File: config.mk
export PLATFORM = sky130hd
export DESIGN_NAME = typed_delimited_row_parser
export DESIGN_NICKNAME = d
export VERILOG_FILES = /design/src/rtl/tdrp_pkg.sv /design/src/rtl/tdrp_front.sv /design/src/rtl/tdrp_queue.sv /design/src/rtl/tdrp_back.sv /design/src/rtl/typed_delimited_row_parser.sv
export SDC_FILE = /design/constraint.sdc
export NUM_CORES = 2
export LEC_CHECK = 0
export BUFFER_PORTS_ARGS = -buffer_cell sky130_fd_sc_hd__buf_4
export CORE_ASPECT_RATIO = 1.25
export CORE_MARGIN = 5
export CORE_UTILIZATION = 60
export DETAILED_ROUTE_END_ITERATION = 12
export PLACE_DENSITY = 0.78
export SYNTH_ARGS = -nofsm -noshare
export SYNTH_HDL_FRONTEND = slang
export SYNTH_SLANG_ARGS = --single-unit
File: constraint.sdc
create_clock -name clock -period 19.2 [get_ports clock]
set_input_delay 2.88 -clock clock [delete_from_list [all_inputs] [get_ports clock]]
set_output_delay 2.88 -clock clock [all_outputs]
set_load 0.005 [all_outputs]
File: src/rtl/tdrp_pkg.sv
`timescale 1ns / 1ps
// ---------------------------------------------------------------------------
// tdrp_pkg
// Shared types and constants of the typed delimited row parser.
// ---------------------------------------------------------------------------
package tdrp_pkg;

   typedef enum logic [2:0] {
      MODE_LINE     = 3'd0,
      MODE_FIELD    = 3'd1,
      MODE_INT      = 3'd2,
      MODE_DEC_INT  = 3'd3,
      MODE_DEC_FRAC = 3'd4,
      MODE_STR      = 3'd5
   } mode_type;

   typedef enum logic [1:0] {
      PH_IDLE = 2'd0,
      PH_RUN  = 2'd1,
      PH_AUTO = 2'd2
   } phase_type;

   typedef enum logic [2:0] {
      RES_INT      = 3'd0,
      RES_DEC      = 3'd1,
      RES_STR_BYTE = 3'd2,
      RES_STR_END  = 3'd3,
      RES_NULL     = 3'd4,
      RES_ROW_END  = 3'd5,
      RES_ERROR    = 3'd6,
      RES_AUTO_MAX = 3'd7
   } rkind_type;

   localparam logic [1:0] COL_INT  = 2'd0;
   localparam logic [1:0] COL_DEC  = 2'd1;
   localparam logic [1:0] COL_STR  = 2'd2;
   localparam logic [1:0] COL_TIME = 2'd3;

   localparam logic [2:0] CSR_FIELD_DELIM = 3'd0;
   localparam logic [2:0] CSR_ROW_DELIM   = 3'd1;
   localparam logic [2:0] CSR_COL_COUNT   = 3'd2;
   localparam logic [2:0] CSR_COL_KINDS   = 3'd3;
   localparam logic [2:0] CSR_EMPTY_STR   = 3'd4;
   localparam logic [2:0] CSR_AUTO_COL    = 3'd5;

   localparam logic [7:0] CH_BACKSLASH = 8'h5C;
   localparam logic [7:0] CH_MINUS     = 8'h2D;
   localparam logic [7:0] CH_POINT     = 8'h2E;
   localparam logic [7:0] CH_ZERO      = 8'h30;
   localparam logic [7:0] CH_NINE      = 8'h39;
   localparam logic [7:0] CH_N         = 8'h6E;
   localparam logic [7:0] CH_R         = 8'h72;
   localparam logic [7:0] CH_T         = 8'h74;

   localparam logic [63:0] MAG_MAX    = 64'h7FFF_FFFF_FFFF_FFFF;
   localparam logic [63:0] FRAC_LIMIT = (MAG_MAX - 64'd9) / 64'd10;
   localparam logic [4:0]  FRAC_MAX   = 5'd18;
   localparam logic [4:0]  MAX_RESULTS = 5'd20;
   localparam int          QUEUE_DEPTH = 4;

   typedef struct packed {
      rkind_type   kind;
      logic [3:0]  col;
      logic        neg;
      logic [63:0] value;
      logic [4:0]  frac;
      logic [7:0]  chr;
      logic        last;
   } res_cmd_type;

endpackage

File: src/rtl/tdrp_front.sv
`timescale 1ns / 1ps
// ---------------------------------------------------------------------------
// tdrp_front
// Byte parser: holds the registers and parse state, issues one result command
// per cycle into a non-full queue, repeating a byte for short-line fills.
// ---------------------------------------------------------------------------
module tdrp_front
   import tdrp_pkg::*;
#(
   parameter int MAX_COLUMNS = 16
) (
   input  logic        clock,
   input  logic        reset,
   input  logic        csr_we,
   input  logic [2:0]  csr_index,
   input  logic [31:0] csr_wdata,
   input  logic        req_valid,
   input  logic [7:0]  req_text_byte,
   input  logic        req_end_of_text,
   output logic        req_stall,
   output logic        q_push,
   output res_cmd_type q_cmd,
   input  logic        q_full
);

   localparam int CW = $clog2(MAX_COLUMNS + 1);

   logic [7:0]  fdel_ff, rdel_ff;
   logic [4:0]  ccount_ff, auto_ff;
   logic [31:0] kinds_ff;
   logic        eas_ff;

   phase_type   phase_ff, phase_in;
   mode_type    mode_ff, mode_in;
   logic [CW-1:0] col_ff, col_in;
   logic        esc_ff, esc_in, neg_ff, neg_in, dig_ff, dig_in, err_ff, err_in;
   logic [63:0] acc_ff, acc_in;
   logic [4:0]  frac_ff, frac_in;
   logic [31:0] amax_ff, amax_in;
   logic [4:0]  cnt_ff, cnt_in;
   logic [7:0]  c_ff;
   logic        eof_ff;

   logic [7:0]  cur_c;
   logic        cur_eof, active, push, fin, to_auto;
   logic        fs, fv, fl, rs, fd, rd, is_digit, esc_ok;
   logic [3:0]  d;
   logic [7:0]  esc_c;
   logic [5:0]  col6, n6, auto6;
   logic [CW-1:0] col_next;
   logic [1:0]  ck;
   logic [3:0]  col_err4;
   logic [31:0] int_next, int_val;
   logic [67:0] dec_next;
   res_cmd_type cmd;

   assign cur_c   = (phase_ff == PH_IDLE) ? req_text_byte : c_ff;
   assign cur_eof = (phase_ff == PH_IDLE) ? req_end_of_text : eof_ff;
   assign active  = ((phase_ff != PH_IDLE) || req_valid) && !q_full;
   assign req_stall = (phase_ff != PH_IDLE) || q_full;

   assign col6  = 6'(col_ff);
   assign auto6 = {1'b0, auto_ff};

   always_comb begin
      if (ccount_ff == 5'd0) begin
         n6 = 6'd1;
      end else if ({1'b0, ccount_ff} > 6'(MAX_COLUMNS)) begin
         n6 = 6'(MAX_COLUMNS);
      end else begin
         n6 = {1'b0, ccount_ff};
      end
   end

   // columns beyond the kinds register parse as integers
   assign ck       = (col6 >= 6'd16) ? COL_INT : kinds_ff[{col6[3:0], 1'b0} +: 2];
   assign col_err4 = (col6 > 6'd15) ? 4'hF : col6[3:0];
   assign col_next = (col6 < 6'(MAX_COLUMNS)) ? CW'(col6 + 6'd1) : col_ff;

   assign fd       = !cur_eof && (cur_c == fdel_ff);
   assign rd       = cur_eof || (cur_c == rdel_ff);
   assign is_digit = !cur_eof && (cur_c >= CH_ZERO) && (cur_c <= CH_NINE);
   assign d        = is_digit ? 4'(cur_c - CH_ZERO) : 4'd0;

   assign int_next = {acc_ff[28:0], 3'b000} + {acc_ff[30:0], 1'b0} + 32'(d);
   assign int_val  = neg_ff ? (32'd0 - acc_ff[31:0]) : acc_ff[31:0];
   assign dec_next = {1'b0, acc_ff, 3'b000} + {3'b000, acc_ff, 1'b0} + 68'(d);

   always_comb begin
      esc_ok = 1'b1;
      priority if (cur_c == CH_N) begin
         esc_c = 8'd10;
      end else if (cur_c == CH_R) begin
         esc_c = 8'd13;
      end else if (cur_c == CH_T) begin
         esc_c = 8'd9;
      end else if (cur_c == CH_BACKSLASH) begin
         esc_c = CH_BACKSLASH;
      end else if (cur_c == CH_ZERO) begin
         esc_c = 8'd0;
      end else begin
         esc_c  = cur_c;
         esc_ok = (cur_c == fdel_ff);
      end
   end

   // one parse step: at most one result command
   always_comb begin
      mode_in = mode_ff;
      col_in  = col_ff;
      esc_in  = esc_ff;
      neg_in  = neg_ff;
      dig_in  = dig_ff;
      err_in  = err_ff;
      acc_in  = acc_ff;
      frac_in = frac_ff;
      amax_in = amax_ff;
      push    = 1'b0;
      cmd     = '0;
      fin     = 1'b1;
      to_auto = 1'b0;
      fs      = 1'b0;
      fv      = 1'b0;
      fl      = 1'b0;
      rs      = 1'b0;

      if (phase_ff == PH_AUTO) begin
         push      = 1'b1;
         cmd.kind  = RES_AUTO_MAX;
         cmd.col   = auto_ff[3:0];
         cmd.value = {32'd0, amax_ff};
         rs        = 1'b1;
      end else if (err_ff) begin
         rs = cur_eof;
      end else begin
         unique case (mode_ff)
            MODE_LINE: begin
               if (cur_eof) begin
                  if (auto6 < n6) begin
                     push      = 1'b1;
                     cmd.kind  = RES_AUTO_MAX;
                     cmd.col   = auto_ff[3:0];
                     cmd.value = {32'd0, amax_ff};
                  end
                  rs = 1'b1;
               end else if (cur_c != rdel_ff) begin
                  mode_in = MODE_FIELD;
                  fs      = 1'b1;
               end
            end
            MODE_FIELD: fs = 1'b1;
            MODE_INT: begin
               if (is_digit) begin
                  dig_in = 1'b1;
                  acc_in = {32'd0, int_next};
               end else if (!dig_ff) begin
                  fl = 1'b1;
               end else begin
                  fv = 1'b1;
               end
            end
            MODE_DEC_INT: begin
               if (is_digit) begin
                  dig_in = 1'b1;
                  acc_in = (dec_next > {4'd0, MAG_MAX}) ? MAG_MAX : dec_next[63:0];
               end else if (!dig_ff) begin
                  fl = 1'b1;
               end else if (!cur_eof && (cur_c == CH_POINT)) begin
                  mode_in = MODE_DEC_FRAC;
               end else begin
                  fv = 1'b1;
               end
            end
            MODE_DEC_FRAC: begin
               if (is_digit) begin
                  if ((frac_ff < FRAC_MAX) && (acc_ff <= FRAC_LIMIT)) begin
                     acc_in  = dec_next[63:0];
                     frac_in = frac_ff + 5'd1;
                  end
               end else begin
                  fv = 1'b1;
               end
            end
            MODE_STR: begin
               if (esc_ff) begin
                  esc_in = 1'b0;
                  if (cur_eof || !esc_ok) begin
                     fl = 1'b1;
                  end else begin
                     push     = 1'b1;
                     cmd.kind = RES_STR_BYTE;
                     cmd.col  = col6[3:0];
                     cmd.chr  = esc_c;
                  end
               end else if (fd || rd) begin
                  fv = 1'b1;
               end else if (cur_c == CH_BACKSLASH) begin
                  esc_in = 1'b1;
               end else begin
                  push     = 1'b1;
                  cmd.kind = RES_STR_BYTE;
                  cmd.col  = col6[3:0];
                  cmd.chr  = cur_c;
               end
            end
            default: rs = 1'b1;
         endcase
      end

      // value ended
      if (fv) begin
         if (!fd && !rd) begin
            fl = 1'b1;
         end else begin
            push    = 1'b1;
            cmd.col = col6[3:0];
            if (mode_ff == MODE_INT) begin
               cmd.kind  = RES_INT;
               cmd.value = {32'd0, acc_ff[31:0]};
               cmd.neg   = neg_ff;
               if ((col6 == auto6) && ($signed(int_val) > $signed(amax_ff))) begin
                  amax_in = int_val;
               end
            end else if (mode_ff == MODE_STR) begin
               cmd.kind = RES_STR_END;
            end else begin
               cmd.kind  = RES_DEC;
               cmd.value = acc_ff;
               cmd.neg   = neg_ff;
               cmd.frac  = frac_ff;
            end
            col_in  = col_next;
            mode_in = MODE_FIELD;
            fin     = !rd;
         end
      end

      // start of a field, or one step of a short-line fill
      if (fs) begin
         if (col6 >= n6) begin
            if (rd) begin
               push     = 1'b1;
               cmd.kind = RES_ROW_END;
               mode_in  = MODE_LINE;
               col_in   = '0;
               if (cur_eof) begin
                  if (auto6 < n6) begin
                     fin     = 1'b0;
                     to_auto = 1'b1;
                  end else begin
                     rs = 1'b1;
                  end
               end
            end else begin
               fl = 1'b1;
            end
         end else if (fd || (rd && (col6 == n6 - 6'd1))) begin
            push     = 1'b1;
            cmd.kind = ((ck == COL_STR) && eas_ff) ? RES_STR_END : RES_NULL;
            cmd.col  = col6[3:0];
            col_in   = col_next;
            mode_in  = MODE_FIELD;
            fin      = fd;
         end else if (rd) begin
            if (ck == COL_STR) begin
               push     = 1'b1;
               cmd.kind = RES_STR_END;
               cmd.col  = col6[3:0];
               col_in   = col_next;
               fin      = 1'b0;
            end else begin
               fl = 1'b1;
            end
         end else begin
            acc_in  = '0;
            frac_in = '0;
            neg_in  = 1'b0;
            dig_in  = 1'b0;
            esc_in  = 1'b0;
            if (ck == COL_STR) begin
               mode_in = MODE_STR;
               if (cur_c == CH_BACKSLASH) begin
                  esc_in = 1'b1;
               end else begin
                  push     = 1'b1;
                  cmd.kind = RES_STR_BYTE;
                  cmd.col  = col6[3:0];
                  cmd.chr  = cur_c;
               end
            end else begin
               mode_in = (ck == COL_DEC) ? MODE_DEC_INT : MODE_INT;
               if (cur_c == CH_MINUS) begin
                  neg_in = 1'b1;
               end else if (!is_digit) begin
                  fl = 1'b1;
               end else begin
                  dig_in = 1'b1;
                  acc_in = {60'd0, d};
               end
            end
         end
      end

      if (fl) begin
         push     = 1'b1;
         cmd      = '0;
         cmd.kind = RES_ERROR;
         cmd.col  = col_err4;
         err_in   = 1'b1;
         fin      = 1'b1;
         to_auto  = 1'b0;
      end

      if (rs) begin
         mode_in = MODE_LINE;
         col_in  = '0;
         esc_in  = 1'b0;
         neg_in  = 1'b0;
         dig_in  = 1'b0;
         err_in  = 1'b0;
         acc_in  = '0;
         frac_in = '0;
         amax_in = '0;
      end

      cmd.last = fin || (cnt_ff == MAX_RESULTS - 5'd1);
   end

   always_comb begin
      if (!active) begin
         phase_in = phase_ff;
      end else if (fin) begin
         phase_in = PH_IDLE;
      end else if (to_auto) begin
         phase_in = PH_AUTO;
      end else begin
         phase_in = PH_RUN;
      end
   end

   always_comb begin
      cnt_in = cnt_ff;
      if (active) begin
         if (fin) begin
            cnt_in = '0;
         end else if (push && (cnt_ff < MAX_RESULTS)) begin
            cnt_in = cnt_ff + 5'd1;
         end
      end
   end

   // results past the run limit are dropped
   assign q_push = active && push && (cnt_ff < MAX_RESULTS);
   assign q_cmd  = cmd;

   always_ff @(posedge clock) begin
      if (reset) begin
         fdel_ff   <= 8'd58;
         rdel_ff   <= 8'd10;
         ccount_ff <= 5'd1;
         kinds_ff  <= '0;
         eas_ff    <= 1'b0;
         auto_ff   <= 5'd16;
      end else if (csr_we) begin
         unique case (csr_index)
            CSR_FIELD_DELIM: fdel_ff   <= csr_wdata[7:0];
            CSR_ROW_DELIM:   rdel_ff   <= csr_wdata[7:0];
            CSR_COL_COUNT:   ccount_ff <= csr_wdata[4:0];
            CSR_COL_KINDS:   kinds_ff  <= csr_wdata;
            CSR_EMPTY_STR:   eas_ff    <= csr_wdata[0];
            CSR_AUTO_COL:    auto_ff   <= csr_wdata[4:0];
            default: ;
         endcase
      end
   end

   always_ff @(posedge clock) begin
      if (reset) begin
         phase_ff <= PH_IDLE;
         mode_ff  <= MODE_LINE;
         col_ff   <= '0;
         esc_ff   <= 1'b0;
         neg_ff   <= 1'b0;
         dig_ff   <= 1'b0;
         err_ff   <= 1'b0;
         acc_ff   <= '0;
         frac_ff  <= '0;
         amax_ff  <= '0;
         cnt_ff   <= '0;
      end else begin
         phase_ff <= phase_in;
         cnt_ff   <= cnt_in;
         if (active) begin
            mode_ff <= mode_in;
            col_ff  <= col_in;
            esc_ff  <= esc_in;
            neg_ff  <= neg_in;
            dig_ff  <= dig_in;
            err_ff  <= err_in;
            acc_ff  <= acc_in;
            frac_ff <= frac_in;
            amax_ff <= amax_in;
         end
      end
   end

   always_ff @(posedge clock) begin
      if (active && (phase_ff == PH_IDLE)) begin
         c_ff   <= req_text_byte;
         eof_ff <= req_end_of_text;
      end
   end

endmodule

File: src/rtl/tdrp_queue.sv
`timescale 1ns / 1ps
// ---------------------------------------------------------------------------
// tdrp_queue
// Short first-in first-out queue of result commands between the parser and
// the output stage.
// ---------------------------------------------------------------------------
module tdrp_queue
   import tdrp_pkg::*;
(
   input  logic        clock,
   input  logic        reset,
   input  logic        push,
   input  res_cmd_type din,
   input  logic        pop,
   output res_cmd_type dout,
   output logic        empty,
   output logic        full
);

   localparam int AW = $clog2(QUEUE_DEPTH);

   res_cmd_type          mem_ff [QUEUE_DEPTH];
   logic [AW-1:0]        wr_ff, wr_in, rd_ff, rd_in;
   logic [AW:0]          cnt_ff, cnt_in;

   assign empty = (cnt_ff == '0);
   assign full  = (cnt_ff == (AW + 1)'(QUEUE_DEPTH));
   assign dout  = mem_ff[rd_ff];

   always_comb begin
      wr_in  = push ? wr_ff + 1'b1 : wr_ff;
      rd_in  = pop ? rd_ff + 1'b1 : rd_ff;
      cnt_in = cnt_ff + (AW + 1)'(push) - (AW + 1)'(pop);
   end

   always_ff @(posedge clock) begin
      if (reset) begin
         wr_ff  <= '0;
         rd_ff  <= '0;
         cnt_ff <= '0;
      end else begin
         wr_ff  <= wr_in;
         rd_ff  <= rd_in;
         cnt_ff <= cnt_in;
      end
   end

   always_ff @(posedge clock) begin
      if (push) begin
         mem_ff[wr_ff] <= din;
      end
   end

endmodule

File: src/rtl/tdrp_back.sv
`timescale 1ns / 1ps
// ---------------------------------------------------------------------------
// tdrp_back
// Output stage: takes result commands off the queue, applies sign and
// extension to the numbers and holds the result word for the consumer.
// ---------------------------------------------------------------------------
module tdrp_back
   import tdrp_pkg::*;
(
   input  logic               clock,
   input  logic               reset,
   input  logic               q_empty,
   input  res_cmd_type        q_dout,
   output logic               q_pop,
   output logic               rsp_valid,
   input  logic               rsp_stall,
   output logic [2:0]         rsp_result_kind,
   output logic [3:0]         rsp_column_index,
   output logic signed [63:0] rsp_number_value,
   output logic [4:0]         rsp_fraction_digits,
   output logic [7:0]         rsp_string_byte,
   output logic               rsp_last_of_run
);

   logic        valid_ff;
   logic [2:0]  kind_ff;
   logic [3:0]  col_ff;
   logic [63:0] num_ff, num_in;
   logic [4:0]  frac_ff, frac_in;
   logic [7:0]  chr_ff, chr_in;
   logic        last_ff;
   logic [31:0] v32;

   assign q_pop = !q_empty && (!valid_ff || !rsp_stall);
   assign v32   = q_dout.neg ? (32'd0 - q_dout.value[31:0]) : q_dout.value[31:0];

   always_comb begin
      num_in  = '0;
      frac_in = '0;
      chr_in  = '0;
      unique case (q_dout.kind)
         RES_INT:      num_in = {{32{v32[31]}}, v32};
         RES_DEC: begin
            num_in  = q_dout.neg ? (64'd0 - q_dout.value) : q_dout.value;
            frac_in = q_dout.frac;
         end
         RES_STR_BYTE: chr_in = q_dout.chr;
         RES_AUTO_MAX: num_in = {{32{q_dout.value[31]}}, q_dout.value[31:0]};
         default: ;
      endcase
   end

   always_ff @(posedge clock) begin
      if (reset) begin
         valid_ff <= 1'b0;
      end else if (q_pop) begin
         valid_ff <= 1'b1;
      end else if (!rsp_stall) begin
         valid_ff <= 1'b0;
      end
   end

   always_ff @(posedge clock) begin
      if (q_pop) begin
         kind_ff <= q_dout.kind;
         col_ff  <= q_dout.col;
         num_ff  <= num_in;
         frac_ff <= frac_in;
         chr_ff  <= chr_in;
         last_ff <= q_dout.last;
      end
   end

   assign rsp_valid           = valid_ff;
   assign rsp_result_kind     = kind_ff;
   assign rsp_column_index    = col_ff;
   assign rsp_number_value    = $signed(num_ff);
   assign rsp_fraction_digits = frac_ff;
   assign rsp_string_byte     = chr_ff;
   assign rsp_last_of_run     = last_ff;

endmodule

File: src/rtl/typed_delimited_row_parser.sv
`timescale 1ns / 1ps
// ---------------------------------------------------------------------------
// typed_delimited_row_parser
// Parses delimited text into typed column results, one byte per word.
//
// channel  | ports  | moves
// ---------+--------+------------------------------------------------------
// request  | req_*  | one text byte or end-of-file mark per word
// response | rsp_*  | one parse result per word, last_of_run on the final one
// config   | csr_*  | register writes: user waits for parser idle; unchecked
//
// A byte yields its results one per cycle. Short-line fills, the row end
// and the auto maximum at end of file come out one per cycle while the
// byte is held and the input stalls. The parser also stalls on a full
// four-entry result queue; the output register lets the consumer stall
// without stopping the parser until the queue fills.
// Synchronous reset returns parse state and registers to their defaults.
// ---------------------------------------------------------------------------
module typed_delimited_row_parser
   import tdrp_pkg::*;
#(
   parameter int MAX_COLUMNS = 16
) (
   input  logic               clock,
   input  logic               reset,
   input  logic               csr_we,
   input  logic [2:0]         csr_index,
   input  logic [31:0]        csr_wdata,
   input  logic               req_valid,
   output logic               req_stall,
   input  logic [7:0]         req_text_byte,
   input  logic               req_end_of_text,
   output logic               rsp_valid,
   input  logic               rsp_stall,
   output logic [2:0]         rsp_result_kind,
   output logic [3:0]         rsp_column_index,
   output logic signed [63:0] rsp_number_value,
   output logic [4:0]         rsp_fraction_digits,
   output logic [7:0]         rsp_string_byte,
   output logic               rsp_last_of_run
);

   logic        q_push, q_pop, q_empty, q_full;
   res_cmd_type q_din, q_dout;

   tdrp_front #(
      .MAX_COLUMNS(MAX_COLUMNS)
   ) u_front (
      .clock          (clock),
      .reset          (reset),
      .csr_we         (csr_we),
      .csr_index      (csr_index),
      .csr_wdata      (csr_wdata),
      .req_valid      (req_valid),
      .req_text_byte  (req_text_byte),
      .req_end_of_text(req_end_of_text),
      .req_stall      (req_stall),
      .q_push         (q_push),
      .q_cmd          (q_din),
      .q_full         (q_full)
   );

   tdrp_queue u_queue (
      .clock(clock),
      .reset(reset),
      .push (q_push),
      .din  (q_din),
      .pop  (q_pop),
      .dout (q_dout),
      .empty(q_empty),
      .full (q_full)
   );

   tdrp_back u_back (
      .clock              (clock),
      .reset              (reset),
      .q_empty            (q_empty),
      .q_dout             (q_dout),
      .q_pop              (q_pop),
      .rsp_valid          (rsp_valid),
      .rsp_stall          (rsp_stall),
      .rsp_result_kind    (rsp_result_kind),
      .rsp_column_index   (rsp_column_index),
      .rsp_number_value   (rsp_number_value),
      .rsp_fraction_digits(rsp_fraction_digits),
      .rsp_string_byte    (rsp_string_byte),
      .rsp_last_of_run    (rsp_last_of_run)
   );

endmodule

==> impl_metrics.ini <==
[synthesis]
syn_nets = 3622
syn_inst = 3387
avgSynthCellArea_um2 = 10.4
ys_ff_latch = 627
synth_edf_count = 438
ys_seq_area_share_pct = 48.1
synth.distinct_cells = 95
ys.flop_type = edfxtp_1
postSynth.asyncResetShare_pct = 0
syn_area_um2 = 35200
ys_warn_count = 0

[floorplan]
core-area_um2 = 58200
fp.dieH_um = 281
row_count = 99
die_w_um = 227
die_area_um2 = 63700
top_level_ports = 136
initial_core_util_pct = 60.5

[power_and_ir_drop]
p_total_mw = 4.09
powerDensity_nw_per_um2 = 105
worst_ir_drop_vdd_mv = 0.129
power_leakage_nw = 14.9

[critical_path]
r2r_start = u_front.phase_ff[1]
start_kind = input pin
reg2reg_depth = 21
critPathMaxFanout = 36
r2r_end = u_front.acc_ff[1]
worstSetupPathType = in -> reg
crit_required_ps = 19770
cp.arrival_ps = 9490
reg2reg_setup_slack_ps = 11320
end_kind = flip-flop

[finish]
fin_util_pct = 66.6
drive_gt1_share_pct = 12.0
instances_no_fill = 4227
fin_nets = 3654
n_antenna_cell = 0
area_growth_pct = 10.2

[clock_network]
cts.sinks = 627
post-cts-setup-buffers = 0
cts_made_buffers = 59
h-tree-depth = 2
cts_hold_buf = 0
clkSlewWorstSetupHoldPaths_ps = 60
clk_latency_ps = 650
cts_resized = 0
root_buffer = clkbuf_16
cts_tree = yes
clk_path_buf_depth = 3

[sta]
whs_ps = 453
hold_viol = 0
fmax_ghz = 0.112
rsz0062_at_grt = false
relSlewSlack_pct = 13.4
slew_viol_final = 0
skew_ps = 38.3
tns_ps = 0
setup-violations-final = 0
fin_crit_ps = 8910
worst_pin_slew_ps = 1300
post-route-period-util_pct = 46.4

[grt]
grt_pass1_vias = 27200
grt_antenna_before_repair = 0
grt_usage_pct = 31.5
grt_overflow = 0
grt_max_degree = 72
grt_pass1_wl_um = 158000

[route]
first_pass_iters = 9
vias = 28300
drc = 0
drt_iter0_markers = 3181
viasPerCell = 6.69
routedWlPerCell_um = 24.2
wirelength_um = 102000
antenna_left = 0

[placed_design]
placedCellCount = 4115
numPortBuffers = 135
dp_hpwl_um = 70800
gp_congestion = 1.01

[hold_path]
hp-class = reg -> reg
hold_depth = 2
holdPathEnd = u_front.kinds_ff[24]
min_from = u_front.kinds_ff[24]

[run]
maxCapViolCount = 0

[run_status]
outcome = complete, no violations
how the worst max path moves through the flow:
stage                         to  depth (start not counted)             start
3_3_place_gp   u_front.acc_ff[1]                         22  req_text_byte[6]
2_1_floorplan  u_queue.cnt_ff[2]                          9         rsp_stall
5_1_grt        u_front.acc_ff[1]                         21   req_end_of_text
6_report       u_front.acc_ff[1]                         21   req_end_of_text
4_1_cts        u_front.acc_ff[1]                         21   req_end_of_text
3_5_place_dp   u_front.acc_ff[1]                         21   req_end_of_text
routing by layer:
layer  share of wire [%]  vias up  track usage (%)
met5                   0        -                0
met2                  47     1471             51.1
met3                 8.2      250             4.67
li1                    -    12700                -
met4                 4.5        0             12.5
met1                  40    13800             42.9
critical path, stage by stage:
cell and delay (ps):
buf_4 120, mux2i_1 690, nand2_1 190, and3b_2 290, buf_4 380, nand2_1 130
fa_1 560, inv_1 60, ha_1 290, a211oi_1 90, o21ai_0 280, nand2_1 140
a211oi_1 490, nor2_1 170, o41ai_1 850, nand3_1 160, o221ai_1 190, or3_1 690
a21oi_1 140, or4_1 480, a21oi_1 150
per-stage QoR:
stage | worst slack [ps] | area (µm²)
after detailed placement | 9870 | 36700
after global routing | 10030 | 38800
after CTS | 10490 | 38800
after global placement | 10020 | 36700
after floorplan | 10230 | 35200
final | 10290 | 38800
cells in the mapped netlist (all sizes together), types with 27 or more instances:
master,number,area share (%)
edfxtp,438,37
nand2b,30,0.53
nor2,238,2.5
xnor2,95,2.4
nor2b,28,0.50
and3,81,1.5
o31ai,31,0.66
mux4,95,6.2
a22o,66,1.6
nand4,46,0.82
nand2,421,4.5
xor2,50,1.2
clkbuf,179,1.9
ha,183,6.5
inv,86,0.92
or3,27,0.49
o21ai,294,4.2
a21o,33,0.70
a21oi,271,3.9
mux2i,61,1.7
nand3,36,0.53
nor3,53,0.77
dfxtp,189,11
final cells by class:
class	instances	area, µm²
clock buffers	67	1520
clock inverters	45	551
fillers	4319	19400
inverters	86	323
multi-input cells	2471	17200
flip-flops and latches	627	16900
well taps	757	947
repair buffers	174	1310
power breakdown:
group / total (mW) / leakage (nW) / switching (mW) / internal [mW]
Combinational: 1.10 / 8.12 / 0.647 / 0.457
Clock: 1.24 / 1.01 / 0.540 / 0.699
Sequential: 1.75 / 5.74 / 0.0704 / 1.68
state kept, by name, summed over array words and instances (netlist names), 2 cells and up, named ones only:
name	cells
u_front.cnt_ff	5
u_queue.mem_ff	344
u_front.fdel_ff	8
u_queue.cnt_ff	3
u_front.frac_ff	5
u_back.rsp_number_value	64
u_queue.rd_ff	2
u_front.kinds_ff	32
u_back.rsp_column_index	4
u_front.auto_ff	5
u_queue.wr_ff	2
u_front.phase_ff	2
u_front.amax_ff	32
u_back.rsp_result_kind	3
u_front.col_ff	5
u_back.rsp_string_byte	8
u_front.rdel_ff	8
u_back.rsp_fraction_digits	5
u_front.acc_ff	64
u_front.mode_ff	3
u_front.ccount_ff	5
u_front.c_ff	8
cells in the final DEF (no fill, tap or decap), types with 21 or more instances in the layout:
master,instances
dfxtp_1,187
nand2b_1,30
ha_1,183
mux2i_1,61
nand2_1,421
nand3_1,35
and3_1,79
a31oi_1,24
a21o_1,33
xor2_1,50
nor3_1,51
o211ai_1,23
nor2_1,236
o31ai_1,31
a22o_1,66
edfxtp_1,438
nor4_1,21
nand4_1,46
mux4_2,86
buf_4,174
inv_1,85
a22oi_1,21
or3_1,26
xnor2_1,95
a21oi_1,268
o21ai_1,43
o21ai_0,248
nor2b_1,28
clkbuf_16,59
cell families after synthesis:
logic type	synth area share [%]
XOR/XNOR	3.61
adder cells (fa/ha/maj)	6.67
AO/OA/AOI/OAI	15.8
AND/OR/NAND/NOR	14.7
flip-flops	48.1
buffers and inverters	3.21
multiplexers	7.94
Note: power is estimated with default switching activity, not from simulation.
